<file path="src/design/npt_pkg.sv">
// Package for the note-to-pitch tuning map: payload structs, divider request
// and response structs, codes, table depths and the default scale ratios.
// No dependencies.
package npt_pkg;

    localparam int MAP_DEPTH   = 128;
    localparam int SCALE_DEPTH = 128;
    localparam int MAP_AW      = $clog2(MAP_DEPTH);
    localparam int SCALE_AW    = $clog2(SCALE_DEPTH);
    localparam int DIV_W       = 16;

    // Request kinds.
    localparam logic [1:0] KIND_CONVERT  = 2'd0;
    localparam logic [1:0] KIND_MAP_WR   = 2'd1;
    localparam logic [1:0] KIND_SCALE_WR = 2'd2;

    // Configuration register indexes.
    localparam logic [2:0] CFG_ZERO_NOTE  = 3'd0;
    localparam logic [2:0] CFG_MAP_SIZE   = 3'd1;
    localparam logic [2:0] CFG_REPEAT_INC = 3'd2;
    localparam logic [2:0] CFG_SCALE_SIZE = 3'd3;
    localparam logic [2:0] CFG_BASE_PITCH = 3'd4;
    localparam logic [2:0] CFG_PERIOD_INV = 3'd5;

    localparam logic [63:0] ROUND_HALF = 64'h0000_0000_0800_0000;

    typedef struct packed {
        logic [1:0]         kind;
        logic [6:0]         note;
        logic [6:0]         table_index;
        logic signed [7:0]  map_degree;
        logic [31:0]        scale_ratio;
    } npt_in_t;

    typedef struct packed {
        logic [31:0] pitch;
        logic        unmapped;
        logic        saturated;
    } npt_out_t;

    typedef struct packed {
        logic             start;
        logic [DIV_W-1:0] dividend;
        logic [7:0]       divisor;
    } npt_div_req_t;

    typedef struct packed {
        logic             done;
        logic [DIV_W-1:0] quotient;
        logic [7:0]       remainder;
    } npt_div_rsp_t;

    // Twelve-tone equal temperament ratios in Q4.28; entries past twelve read zero.
    function automatic logic [31:0] npt_tet_ratio(input logic [SCALE_AW-1:0] idx);
        logic [31:0] r;
        case (idx)
            7'd0:    r = 32'd284397459;
            7'd1:    r = 32'd301308612;
            7'd2:    r = 32'd319225354;
            7'd3:    r = 32'd338207482;
            7'd4:    r = 32'd358318345;
            7'd5:    r = 32'd379625062;
            7'd6:    r = 32'd402198743;
            7'd7:    r = 32'd426114725;
            7'd8:    r = 32'd451452825;
            7'd9:    r = 32'd478297607;
            7'd10:   r = 32'd506738663;
            7'd11:   r = 32'd536870912;
            default: r = 32'd0;
        endcase
        return r;
    endfunction

endpackage

</file>
<file path="src/design/npt_div.sv">
// Serial restoring divider: one quotient bit per cycle, DIV_W quotient bits per request.
// Depends on npt_pkg for the request and response structs.
module npt_div (
    input  logic                 aclk,
    input  logic                 aresetn,
    input  npt_pkg::npt_div_req_t req,
    output npt_pkg::npt_div_rsp_t rsp
);
    import npt_pkg::*;

    localparam int CW = $clog2(DIV_W);

    logic [DIV_W-1:0] quo_reg;
    logic [7:0]       rem_reg;
    logic [7:0]       dvs_reg;
    logic [CW-1:0]    cnt_reg;
    logic             busy_reg;
    logic             done_reg;

    logic [8:0] trial;
    logic [8:0] diff;
    logic       ge;

    assign trial = {rem_reg, quo_reg[DIV_W-1]};
    assign ge    = trial >= {1'b0, dvs_reg};
    assign diff  = trial - {1'b0, dvs_reg};

    always_ff @(posedge aclk) begin
        if (!aresetn) begin
            busy_reg <= 1'b0;
            done_reg <= 1'b0;
        end else begin
            done_reg <= 1'b0;
            if (req.start) begin
                busy_reg <= 1'b1;
            end else if (busy_reg && cnt_reg == CW'(DIV_W - 1)) begin
                busy_reg <= 1'b0;
                done_reg <= 1'b1;
            end
        end
    end

    always_ff @(posedge aclk) begin
        if (req.start) begin
            quo_reg <= req.dividend;
            rem_reg <= 8'd0;
            dvs_reg <= req.divisor;
            cnt_reg <= '0;
        end else if (busy_reg) begin
            quo_reg <= {quo_reg[DIV_W-2:0], ge};
            // The remainder stays below the divisor, so eight bits hold it.
            rem_reg <= ge ? diff[7:0] : trial[7:0];
            cnt_reg <= cnt_reg + CW'(1);
        end
    end

    assign rsp.done      = done_reg;
    assign rsp.quotient  = quo_reg;
    assign rsp.remainder = rem_reg;

endmodule

</file>
<file path="config.mk">
export PLATFORM = sky130hd
export DESIGN_NAME = npt_div
export DESIGN_NICKNAME = d
export VERILOG_FILES = /design/src/design/npt_pkg.sv /design/src/design/npt_div.sv
export SDC_FILE = /design/constraint.sdc
export NUM_CORES = 1
export LEC_CHECK = 0
export BUFFER_PORTS_ARGS = -buffer_cell sky130_fd_sc_hd__buf_4
export CAP_MARGIN = 20
export CORE_MARGIN = 2
export CORE_UTILIZATION = 50
export DETAILED_ROUTE_END_ITERATION = 12
export GPL_TIMING_DRIVEN = 0
export PLACE_DENSITY = 0.73
export SLEW_MARGIN = 20
export SYNTH_ARGS = -nofsm -noshare
export SYNTH_HDL_FRONTEND = slang
export SYNTH_SLANG_ARGS = --single-unit
</file>
<file path="constraint.sdc">
create_clock -name aclk -period 2.75 [get_ports aclk]
set_input_delay 0.6875 -clock aclk [delete_from_list [all_inputs] [get_ports aclk]]
set_output_delay 0.6875 -clock aclk [all_outputs]
set_load 0.02 [all_outputs]
</file>
Word level (Yosys, flattened, before mapping)
Index checks and enable logic that the tools add are counted.
{ "word_totals": {"reg_bits": 38, "out_inout_bits": 25, "elab_cells": 21} }
{ "op_classes": {"add_sub_neg": 2, "n_lt_le_gt_ge": 1, "n_eq_ne": 1, "n_mux": 6, "n_bitwise": 1, "n_reduce_logical": 4} }
{ "op_table": {"columns": ["op", "n"], "rows": [
  ["16-bit two-way mux", 2],
  ["9-bit by 8-bit greater-or-equal comparator with 1-bit output", 1],
  ["8-bit two-way mux", 1],
  ["8-bit subtractor", 1],
  ["4-bit by 1-bit adder with 4-bit output, second input constant", 1],
  ["4-bit equality test, second input constant", 1],
  ["2-bit nonzero test", 2],
  ["1-bit two-way mux", 3],
  ["2-bit OR reduction", 1],
  ["1-bit logical AND", 1],
  ["1-bit inverter", 1]
]} }

Depth between registers and ports, before layout
Gate-level depths: netlist of the first run.
{ "logic_depth": {"word_depth": 4, "mapped_depth": 8, "mapped_depth_nobuf": 8} }

Worst setup path after synthesis of the first run
Ideal clock, no wire load.
{ "synth_timing": {"path_kind": "reg2reg", "start": "register rem_reg[3]", "end": "register quo_reg[0], data pin", "t_arrival_ns": 1.842, "slack_ns": 0.648, "path_stages_with_launch": 7, "path_buffers": 0, "period_less_slack_ns": 2.102, "cell_sequence": "dfxtp_1 -> ha_1 -> and2_4 -> a221oi_4 -> a31o_2 -> nand2_1 -> mux2_2"} }
{ "synth_via": {"elab_chain_cells": 3} }
{ "synth_lines": {"columns": ["item", "line_no", "rtl"], "rows": [
  ["start: declaration", "npt_div.sv:14", "logic [7:0] rem_reg;"],
  ["start signal: assignment", "npt_div.sv:52", "rem_reg <= ge ? diff[7:0] : trial[7:0];"],
  ["9-bit by 8-bit greater-or-equal comparator with 1-bit output", "npt_div.sv:25", "assign ge = trial >= {1'b0, dvs_reg};"],
  ["16-bit two-way mux", "npt_div.sv:49", "end else if (busy_reg) begin"],
  ["16-bit two-way mux", "npt_div.sv:44", "if (req.start) begin"],
  ["end signal: assignment", "npt_div.sv:45", "quo_reg <= req.dividend;"],
  ["end signal: assignment", "npt_div.sv:50", "quo_reg <= {quo_reg[DIV_W-2:0], ge};"],
  ["end: declaration", "npt_div.sv:13", "logic [DIV_W-1:0] quo_reg;"]
]} }
Every way passes these cells. The select of a mux whose other input is x is not followed.
A chain may end at the register's enable or synchronous reset.

Worst setup path in the final report of the first run
{ "layout_timing": {"start": "register dvs_reg[6]", "end": "register quo_reg[0], data pin"} }
{ "layout_via": {"elab_chain_cells": 3} }
{ "layout_lines": {"columns": ["item", "line_no", "rtl"], "rows": [
  ["start: declaration", "npt_div.sv:15", "logic [7:0] dvs_reg;"],
  ["start signal: assignment", "npt_div.sv:47", "dvs_reg <= req.divisor;"],
  ["9-bit by 8-bit greater-or-equal comparator with 1-bit output", "npt_div.sv:25", null],
  ["16-bit two-way mux", "npt_div.sv:49", null],
  ["16-bit two-way mux", "npt_div.sv:44", null]
]} }
Every way passes these cells. The select of a mux whose other input is x is not followed.

==> results.txt, run 1 <==
DRT Wirelength: 3.96 mm
clk_lat worst skew: 0.28 ns
fin crit share: 80.6%
crit end category: register
crit path kind: reg2reg
core area: 0.00374 mm^2
slowest stage delay, CP: 0.53 ns
pin slew with the least headroom to its limit: 0.646 ns
Post-synth EDFFs: 24
I/O Buffers: 51
Hold WS: 0.494 ns
DR pass1 iterations: 5
family with the most delay on the worst path: compound AO/OA/AOI/OAI gates
initial antenna violation count: 0
Yosys reg bits: 38
CTS Buffer Depth: 2
WP data arrival: 2.25 ns
RSZ-0062 raised after global routing: no
Cell Pwr Density: 566 mW/mm^2
Final Hold Viols: 0
status: complete, no violations
Min Clock Period, post-route: 2.22 ns
gpl congestion: 0.841
Iteration-0 DRC Markers: 137
Mean Syn Cell Area: 11.7 um^2
Clock transition at path regs: 0.07 ns
IO Pins: 52
share of cells above drive strength 1: 39.0%
Crit Path Max Fanout: 10
Final Max Tran Viols: 0
clk sinks: 38
Largest register FFs: 16
startpoint type of the worst setup path: register
Placed Area: 0.00242 mm^2
Async S/R FF share, synth: 0%
synth warn: 0
Post-Syn Area: 0.00198 mm^2
die width: 67.0 um
Max IR drop VDD: 356 uV
prevailing post-synth register cell: edfxtp_1
Max Cap Viol: 0
n_diodes: 0
worst path bufs/invs: 1
Slew headroom: 56.9%
CTS resizes: 0
H-Tree Level Count: 2
Yosys cell types: 43
Initial Utilization: 52.9%
Layout Skew: 0.00469 ns
CTS tree: yes
Chip Height: 67.0 um
number of global-route vias before repair: 1515
GRT Residual Overflow: 0
nets: 264
post-route ant nets: 0
cts hold-fix bufs: 0
worst path required time: 2.79 ns
CTS buffer count: 5
Total Routing Usage GR: 20.3%
sequential share of the synthesized area: 50.5%
post-DR vias/cell: 5.45
Avg WL per Cell: 14.4 um
Post-Layout Inst Area: 0.00251 mm^2
pre-CTS setup slack: 0.490 ns
first-pass GRT wire length: 6.73 mm
largest net degree at the start of global routing: 18
sum of negative setup slack: 0 ns
critical-path cell list: inv_1 -> ha_1 -> a21o_1 -> a211oi_4 -> nand2_1 -> mux2_2
die area: 0.00448 mm^2
Slowest cell on crit path: a211oi_4
site row count: 22
Syn Nets: 206
Post-CTS Setup Inserts: 0
leakage power: 1.07 nW
Area Growth Syn to Fin: 26.9%
endpoints failing setup: 0
class of the worst hold path: reg2reg
final setup margin: 0.532 ns
DRC Markers: 0
via count: 1505
hpwl dp: 3.13 mm
Cells after Synth: 169
CTS root buffer: clkbuf_8
Peak Freq: 451 MHz
## layout by cell type (no fill, tap or decap), types with 4 or more instances in the layout
master and instances:
nand2_1 8, clkbuf_1 5, mux2_2 16, xor2_1 4
nand3_1 5, dfxtp_1 14, nor2_1 16, edfxtp_1 24
inv_1 14, clkbuf_8 5, nand4_1 4, ha_1 9
o211ai_1 7, buf_4 52, a21oi_1 4
## worst register-to-register path, cell delays in order, from the launching register on
cell and delay [ns]:
edfxtp_1 0.37, inv_1 0.08, ha_1 0.30, a21o_1 0.25, a211oi_4 0.53, nand2_1 0.13
mux2_2 0.30
## worst paths after layout
kind                                               from  slack, ns              endpoint  depth (start not counted)
worst min register to register  cnt_reg[3]$_SDFFE_PP0P_       0.49   done_reg$_SDFF_PP0_                          2
worst min-delay path            cnt_reg[3]$_SDFFE_PP0P_       0.49   done_reg$_SDFF_PP0_                          2
worst max-delay path               dvs_reg[6]$_DFFE_PP_       0.53  quo_reg[0]$_DFFE_PP_                          6
worst max register to register     dvs_reg[6]$_DFFE_PP_       0.53  quo_reg[0]$_DFFE_PP_                          6
## Yosys cell counts, types with 2 or more instances
library cell | count | area share, %
xor2_1 | 4 | 1.8
nand4_1 | 4 | 1.3
o21ai_0 | 2 | 0.51
o211ai_1 | 7 | 2.7
dfxtp_1 | 14 | 14
ha_1 | 9 | 5.7
clkbuf_1 | 5 | 0.95
nand2_2 | 2 | 0.63
nor2b_1 | 2 | 0.63
nand2b_1 | 2 | 0.63
nand3_1 | 5 | 1.3
nand2_1 | 8 | 1.5
o311a_1 | 2 | 1.0
inv_1 | 14 | 2.7
a41oi_1 | 2 | 0.88
a31oi_1 | 2 | 0.63
a21oi_1 | 4 | 1.0
mux2_2 | 16 | 9.1
xnor2_1 | 2 | 0.88
edfxtp_1 | 24 | 36
a32o_1 | 2 | 1.0
nor2_1 | 16 | 3.0
## layer usage
metal  wire length [um]  GRT usage, %  up-vias
met3                253          6.25        0
met1               1660          24.6      711
li1                   -             -      738
met5                  0             0        -
met4                  0          5.36        0
met2               2050          35.0       56
## power breakdown
group          switching [W]  total (W)  internal (W)
Combinational       0.000195   0.000353      0.000159
Clock               0.000190   0.000379      0.000189
Sequential         0.0000299   0.000693      0.000663
Total               0.000415    0.00142       0.00101
## metrics by stage
stage          total power [W]  std cells  utilization (%)
2_1_floorplan         0.000931        169                -
3_3_place_gp           0.00105        268             64.8
3_5_place_dp           0.00106        268             64.8
4_1_cts                0.00144        276             67.2
5_1_grt                0.00150        276             67.2
6_report               0.00142        276             67.2
## layout make-up
| class | count | area [um^2] |
|---|---|---|
| fill | 317 | 1230 |
| sequential | 38 | 1000 |
| multi-input combinational | 111 | 902 |
| timing repair buffer | 51 | 383 |
| clock buffer | 6 | 76.3 |
| tap | 48 | 60.1 |
| inverter | 14 | 52.6 |
| buffer | 6 | 26.3 |
| clock inverter | 2 | 13.8 |
## cells by family after synthesis
kind of cell	synth area share, %
multiplexers	9.60
AO/OA/AOI/OAI	14.7
XOR/XNOR	2.65
AND/OR/NAND/NOR	11.9
buffers and inverters	3.98
adder cells (fa/ha/maj)	6.69
flip-flops	50.5
No activity file was read; power rests on OpenSTA's default activity.
==> inputs of run 2 (changes only) <==
==> constraint.sdc (replaced) <==
create_clock -name aclk -period 2.14 [get_ports aclk]
set_input_delay 0.535 -clock aclk [delete_from_list [all_inputs] [get_ports aclk]]
set_output_delay 0.535 -clock aclk [all_outputs]
set_load 0.02 [all_outputs]
==> run 2 against run 1 <==
Effect of this change: register-to-register slack got worse by 0.46 ns; sequential share of layout area fell by 1.2 points; final area rose by 3.2%; clock-buffer cell count did not move; combinational power rose by 37%; non-clock buffer count rose by 7; fmax rose by 7.3%; sequential power rose by 28%; critical path depth did not move; sequential cell count did not move; highest routed layer unchanged.
==> results.txt, run 2 (synthesis results as in run 1) <==
RR Endpoint: quo_reg[0]$_DFFE_PP_
final setup margin: 0.0734 ns (-0.459 ns)
Initial Utilization: 52.9% (unchanged)
IO Pins: 52 (unchanged)
worst path bufs/invs: 0 (-1)
Slew headroom: 55.8% (-1.1 points)
family with the most delay on the worst path: compound AO/OA/AOI/OAI gates
post-DR vias/cell: 5.30 (-2.7%)
Crit Path Max Fanout: 6 (-4)
layer with the highest usage: met2
Cell Count, Final, Fillers Out: 283 (+2.5%)
leading cell type in the layout, fill and taps excluded: buf_4
share of cells above drive strength 1: 42.6% (+3.5 points)
die width: 67.0 um (unchanged)
Stages on worst setup path: 6 (unchanged)
Fillers: 299 (-5.7%)
Hold Crit Endpoint: dvs_reg[6]$_DFFE_PP_
Final Max Tran Viols: 0 (unchanged)
worst path required time: 2.18 ns (-0.61 ns)
class of the worst hold path: in2reg
n_diodes: 0 (unchanged)
leakage power: 1.11 nW (+3.3%)
FF-to-FF path depth: 6 (unchanged)
Largest register FFs: 16 (unchanged)
endpoints failing setup: 0 (unchanged)
Min Clock Period, post-route: 2.07 ns (-0.151 ns)
pre-CTS setup slack: -0.0454 ns (-0.535 ns)
Clock transition at path regs: 0.08 ns (about the same)
WP data arrival: 2.11 ns (-0.14 ns)
Total Routing Usage GR: 20.7% (+0.32 points)
Cells after DPL: 268 (unchanged)
Avg WL per Cell: 14.2 um (-0.75%)
Worst Hold Launch: req[6]
status: complete, no violations
critical-path cell list: ha_1 -> and2_4 -> a221oi_4 -> a31o_4 -> nand2_1 -> mux2_2
gpl congestion: 0.841 (unchanged)
GR Util met3: 6.25% (unchanged)
H-Tree Level Count: 2 (unchanged)
DRT Wirelength: 4.03 mm (+1.8%)
number of global-route vias before repair: 1548 (+2.2%)
core area: 0.00374 mm^2 (unchanged)
Area Growth Syn to Fin: 30.9%
Hold WS: 0.425 ns (-0.0693 ns)
total power: 0.00186 W (+31%)
CTS Buffer Depth: 2 (unchanged)
Chip Height: 67.0 um (unchanged)
hold depth: 1 (-1)
Max IR drop VDD: 462 uV (+30%)
fin crit share: 96.6% (+16 points)
slowest stage delay, CP: 0.36 ns (-0.17 ns)
Slowest cell on crit path: ha_1
GR Util met2: 36.1% (+1.1 points)
via count: 1501 (-0.27%)
CTS tree: yes
most frequent cells in the layout: buf_4, edfxtp_1, mux2_2, nor2_1
Final Util: 69.3% (+2.1 points)
clk sinks: 38 (unchanged)
CTS root buffer: clkbuf_8
die area: 0.00448 mm^2 (unchanged)
I/O Buffers: 51 (unchanged)
crit end category: register
site row count: 22 (unchanged)
Critical R2R Launch: rem_reg[2]$_SDFFE_PP0P_
Final Hold Viols: 0 (unchanged)
post-route ant nets: 0 (unchanged)
Iteration-0 DRC Markers: 143 (+4.4%)
r2r setup slk: 0.07 ns (-0.46 ns)
GRT Residual Overflow: 0 (unchanged)
nets: 271 (+2.7%)
DRC Markers: 0 (unchanged)
largest net degree at the start of global routing: 18 (unchanged)
Max Cap Viol: 0 (unchanged)
startpoint type of the worst setup path: register
met1 global-route usage: 24.6% (unchanged)
pin slew with the least headroom to its limit: 0.663 ns (+0.0165 ns)
DR pass1 iterations: 4 (-1)
first-pass GRT wire length: 6.82 mm (+1.4%)
Cell Pwr Density: 717 mW/mm^2 (+27%)
CTS buffer count: 5 (unchanged)
clk_lat worst skew: 0.28 ns (about the same)
crit path kind: reg2reg
hpwl dp: 3.13 mm (unchanged)
initial antenna violation count: 0 (unchanged)
Peak Freq: 484 MHz (+7.3%)
Layout Skew: 0.00694 ns (+0.00225 ns)
run 2: changes by cell type in the layout (fill, tap and decap cells not counted), sizes merged:
cell	before	now
buf	52	59
run 2: how the worst max path moves through the flow:
stage                                  from                       to
detailed placement     dvs_reg[6]$_DFFE_PP_     quo_reg[0]$_DFFE_PP_
floorplan           rem_reg[3]$_SDFFE_PP0P_     quo_reg[0]$_DFFE_PP_
finish              rem_reg[2]$_SDFFE_PP0P_     quo_reg[0]$_DFFE_PP_
global route          quo_reg[15]$_DFFE_PP_  rem_reg[6]$_SDFFE_PP0P_
global placement       dvs_reg[6]$_DFFE_PP_     quo_reg[0]$_DFFE_PP_
CTS                 rem_reg[3]$_SDFFE_PP0P_     quo_reg[0]$_DFFE_PP_
run 2: layout make-up:
type | count | area (um^2) | share of cell area (%)
clock inverter | 2 | 13.8 | 0.530
sequential | 38 | 1000 | 38.6
multi-input combinational | 111 | 930 | 35.8
inverter | 14 | 52.6 | 2.03
buffer | 6 | 26.3 | 1.01
timing repair buffer | 58 | 435 | 16.8
clock buffer | 6 | 76.3 | 2.94
tap | 48 | 60.1 | 2.31
run 2: layer usage:
| layer | up-vias | wire length [um] |
|---|---|---|
| met5 | - | 0 |
| li1 | 753 | - |
| met3 | 0 | 250 |
| met2 | 46 | 2070 |
| met4 | 0 | 0 |
| met1 | 702 | 1710 |
run 2: per-stage QoR:
stage / cell area (um^2) / setup TNS [ns]
5_1_grt: 2590 / -0.0127
2_1_floorplan: 1980 / 0
4_1_cts: 2540 / 0
3_5_place_dp: 2420 / -0.0454
3_3_place_gp: 2420 / -0.0278
6_report: 2590 / 0
run 2: power breakdown:
group	internal (W)	leakage [nW]	switching, W
clock network	0.000242	0.0486	0.000247
registers	0.000852	0.354	0.0000386
logic	0.000224	0.707	0.000259
run 2: repair_timing:
item,CTS,global route
setup buffers,3,4
hold buffers,0,0
gates resized for setup,1,4
endpoints found under the setup margin,2,2
pin swaps,1,4
==> inputs of run 3 (changes only) <==
--- a/config.mk
+++ b/config.mk
@@ -11,6 +11,7 @@
 export CORE_UTILIZATION = 50
 export DETAILED_ROUTE_END_ITERATION = 12
 export GPL_TIMING_DRIVEN = 0
+export MAX_ROUTING_LAYER = met4
 export PLACE_DENSITY = 0.73
 export SLEW_MARGIN = 20
 export SYNTH_ARGS = -nofsm -noshare
==> run 3 against run 2 <==
Effect of this change: die area did not move; fmax rose by 0.20%; first-iteration DRC count fell by 18%; clock-buffer cell count did not move; largest power group unchanged; highest routed layer is now met4.
==> results.txt, run 3 (synthesis results as in run 1) <==
gpl congestion: 0.834 (-0.83%)
cts hold-fix bufs: 0 (unchanged)
Total Routing Usage GR: 22.0% (+1.3 points)
I/O Buffers: 51 (unchanged)
DRT Wirelength: 4.33 mm (+7.5%)
IO Pins: 52 (unchanged)
clk sinks: 38 (unchanged)
startpoint type of the worst setup path: register
Final Hold Viols: 0 (unchanged)
n_diodes: 0 (unchanged)
sum of negative setup slack: 0 ns (unchanged)
die area: 0.00448 mm^2 (unchanged)
WP data arrival: 2.28 ns (+0.17 ns)
H-Tree Level Count: 2 (unchanged)
fin crit share: 96.4% (-0.19 points)
Max IR drop VDD: 492 uV (+6.3%)
RSZ-0062 raised after global routing: no
most frequent cells in the layout: buf_4, edfxtp_1, mux2_2, nor2_1, inv_1
Chip Height: 67.0 um (unchanged)
Cell Count, Final, Fillers Out: 280 (-1.1%)
crit end category: register
Iteration-0 DRC Markers: 117 (-18%)
site row count: 22 (unchanged)
die width: 67.0 um (unchanged)
Max Cap Viol: 0 (unchanged)
post-route ant nets: 0 (unchanged)
CTS Buffer Depth: 2 (unchanged)
Slew headroom: 55.2% (-0.61 points)
CTS tree: yes
clk_lat worst skew: 0.29 ns (about the same)
initial antenna violation count: 0 (unchanged)
pre-CTS setup slack: -0.0520 ns (-0.00654 ns)
Min Clock Period, post-route: 2.06 ns (-0.00406 ns)
Fillers: 303 (+1.3%)
largest net degree at the start of global routing: 18 (unchanged)
core area: 0.00374 mm^2 (unchanged)
Layout Skew: 0.0105 ns (+0.00354 ns)
class of the worst hold path: in2reg
DR pass1 iterations: 4 (unchanged)
crit path kind: reg2reg
status: complete, no violations
Area Growth Syn to Fin: 29.6%
Cell Pwr Density: 739 mW/mm^2 (+3.0%)
Reg area: 0.00100 mm^2 (+0.12%)
CTS root buffer: clkbuf_8
Cells after DPL: 268 (unchanged)
worst path required time: 2.36 ns (+0.18 ns)
Final Max Tran Viols: 0 (unchanged)
leading cell type in the layout, fill and taps excluded: buf_4
DRC Markers: 0 (unchanged)
Post-Layout Inst Area: 0.00257 mm^2 (-1.0%)
GRT Residual Overflow: 0 (unchanged)
final setup margin: 0.0775 ns (+0.00406 ns)
endpoints failing setup: 0 (unchanged)
pin slew with the least headroom to its limit: 0.672 ns (+0.00918 ns)
nets: 268 (-1.1%)
Initial Utilization: 52.9% (unchanged)
first-pass GRT wire length: 7.07 mm (+3.5%)
leakage power: 1.10 nW (-0.76%)
via count: 1531 (+2.0%)
number of global-route vias before repair: 1562 (+0.90%)
Clock transition at path regs: 0.08 ns (about the same)
Hold WS: 0.420 ns (-0.00528 ns)
Largest register FFs: 16 (unchanged)
hpwl dp: 3.19 mm (+2.1%)
post-DR vias/cell: 5.47 (+3.1%)
CTS buffer count: 5 (unchanged)
Crit Path Max Fanout: 4 (-2)
Peak Freq: 485 MHz (+0.20%)
Multi-input gate area: 921 um^2 (-0.94%)
share of cells above drive strength 1: 41.4% (-1.2 points)
Avg WL per Cell: 15.5 um (+8.6%)
Placed Area: 0.00242 mm^2 (unchanged)
-- run 3: power breakdown --
group	internal (W)	switching, W	total (W)	leakage (nW)
registers	0.000852	0.0000406	0.000892	0.354
clock network	0.000260	0.000263	0.000523	0.0515
logic	0.000220	0.000263	0.000482	0.695
total	0.00133	0.000566	0.00190	1.10
-- run 3: area by class of cell --
cell class              instances  share of cell area [%]
plain buffers                   6                    1.02
clock inverters                 2                   0.438
multi-input cells             111                    35.9
inverters                      14                    2.05
clock buffers                   6                    3.21
repair buffers                 55                    16.1
well taps                      48                    2.34
flip-flops and latches         38                    39.0
-- run 3: through the flow --
stage               util, %  power (W)
floorplan                 -    0.00120
global placement       64.8    0.00135
detailed placement     64.8    0.00136
CTS                    68.3    0.00190
global route           68.6    0.00198
finish                 68.6    0.00190
-- run 3: layer usage --
layer | global-route usage [%] | share of wire [%] | vias to the layer above
li1 | - | - | 759
met1 | 25.3 | 43 | 719
met2 | 38.4 | 51 | 48
met3 | 4.73 | 4.9 | 5
met4 | 6.89 | 1.1 | 0
met5 | - | 0 | -
-- run 3: worst max-delay path: stages (launching register included) --
cell       delay, ns
edfxtp_1        0.35
inv_1           0.07
ha_1            0.24
fa_1            0.39
nand2b_4        0.17
a2111o_1        0.36
o211ai_1        0.11
o2111ai_1       0.16
o211ai_1        0.14
-- run 3: final timing paths --
kind                              to                     from  depth (start not counted)  slack [ns]
max          rem_reg[6]$_SDFFE_PP0P_    quo_reg[15]$_DFFE_PP_                          8        0.08
min             dvs_reg[0]$_DFFE_PP_                   req[0]                          1        0.42
max reg2reg  rem_reg[6]$_SDFFE_PP0P_    quo_reg[15]$_DFFE_PP_                          8        0.08
min reg2reg      done_reg$_SDFF_PP0_  cnt_reg[3]$_SDFFE_PP0P_                          2        0.49
-- run 3: timing repair --
item / CTS / global route
setup endpoints to repair: 2 / 1
gates cloned: 0 / 0
buffers inserted: 3 / 1
resized for setup: 2 / 2
pin swaps: 1 / 2
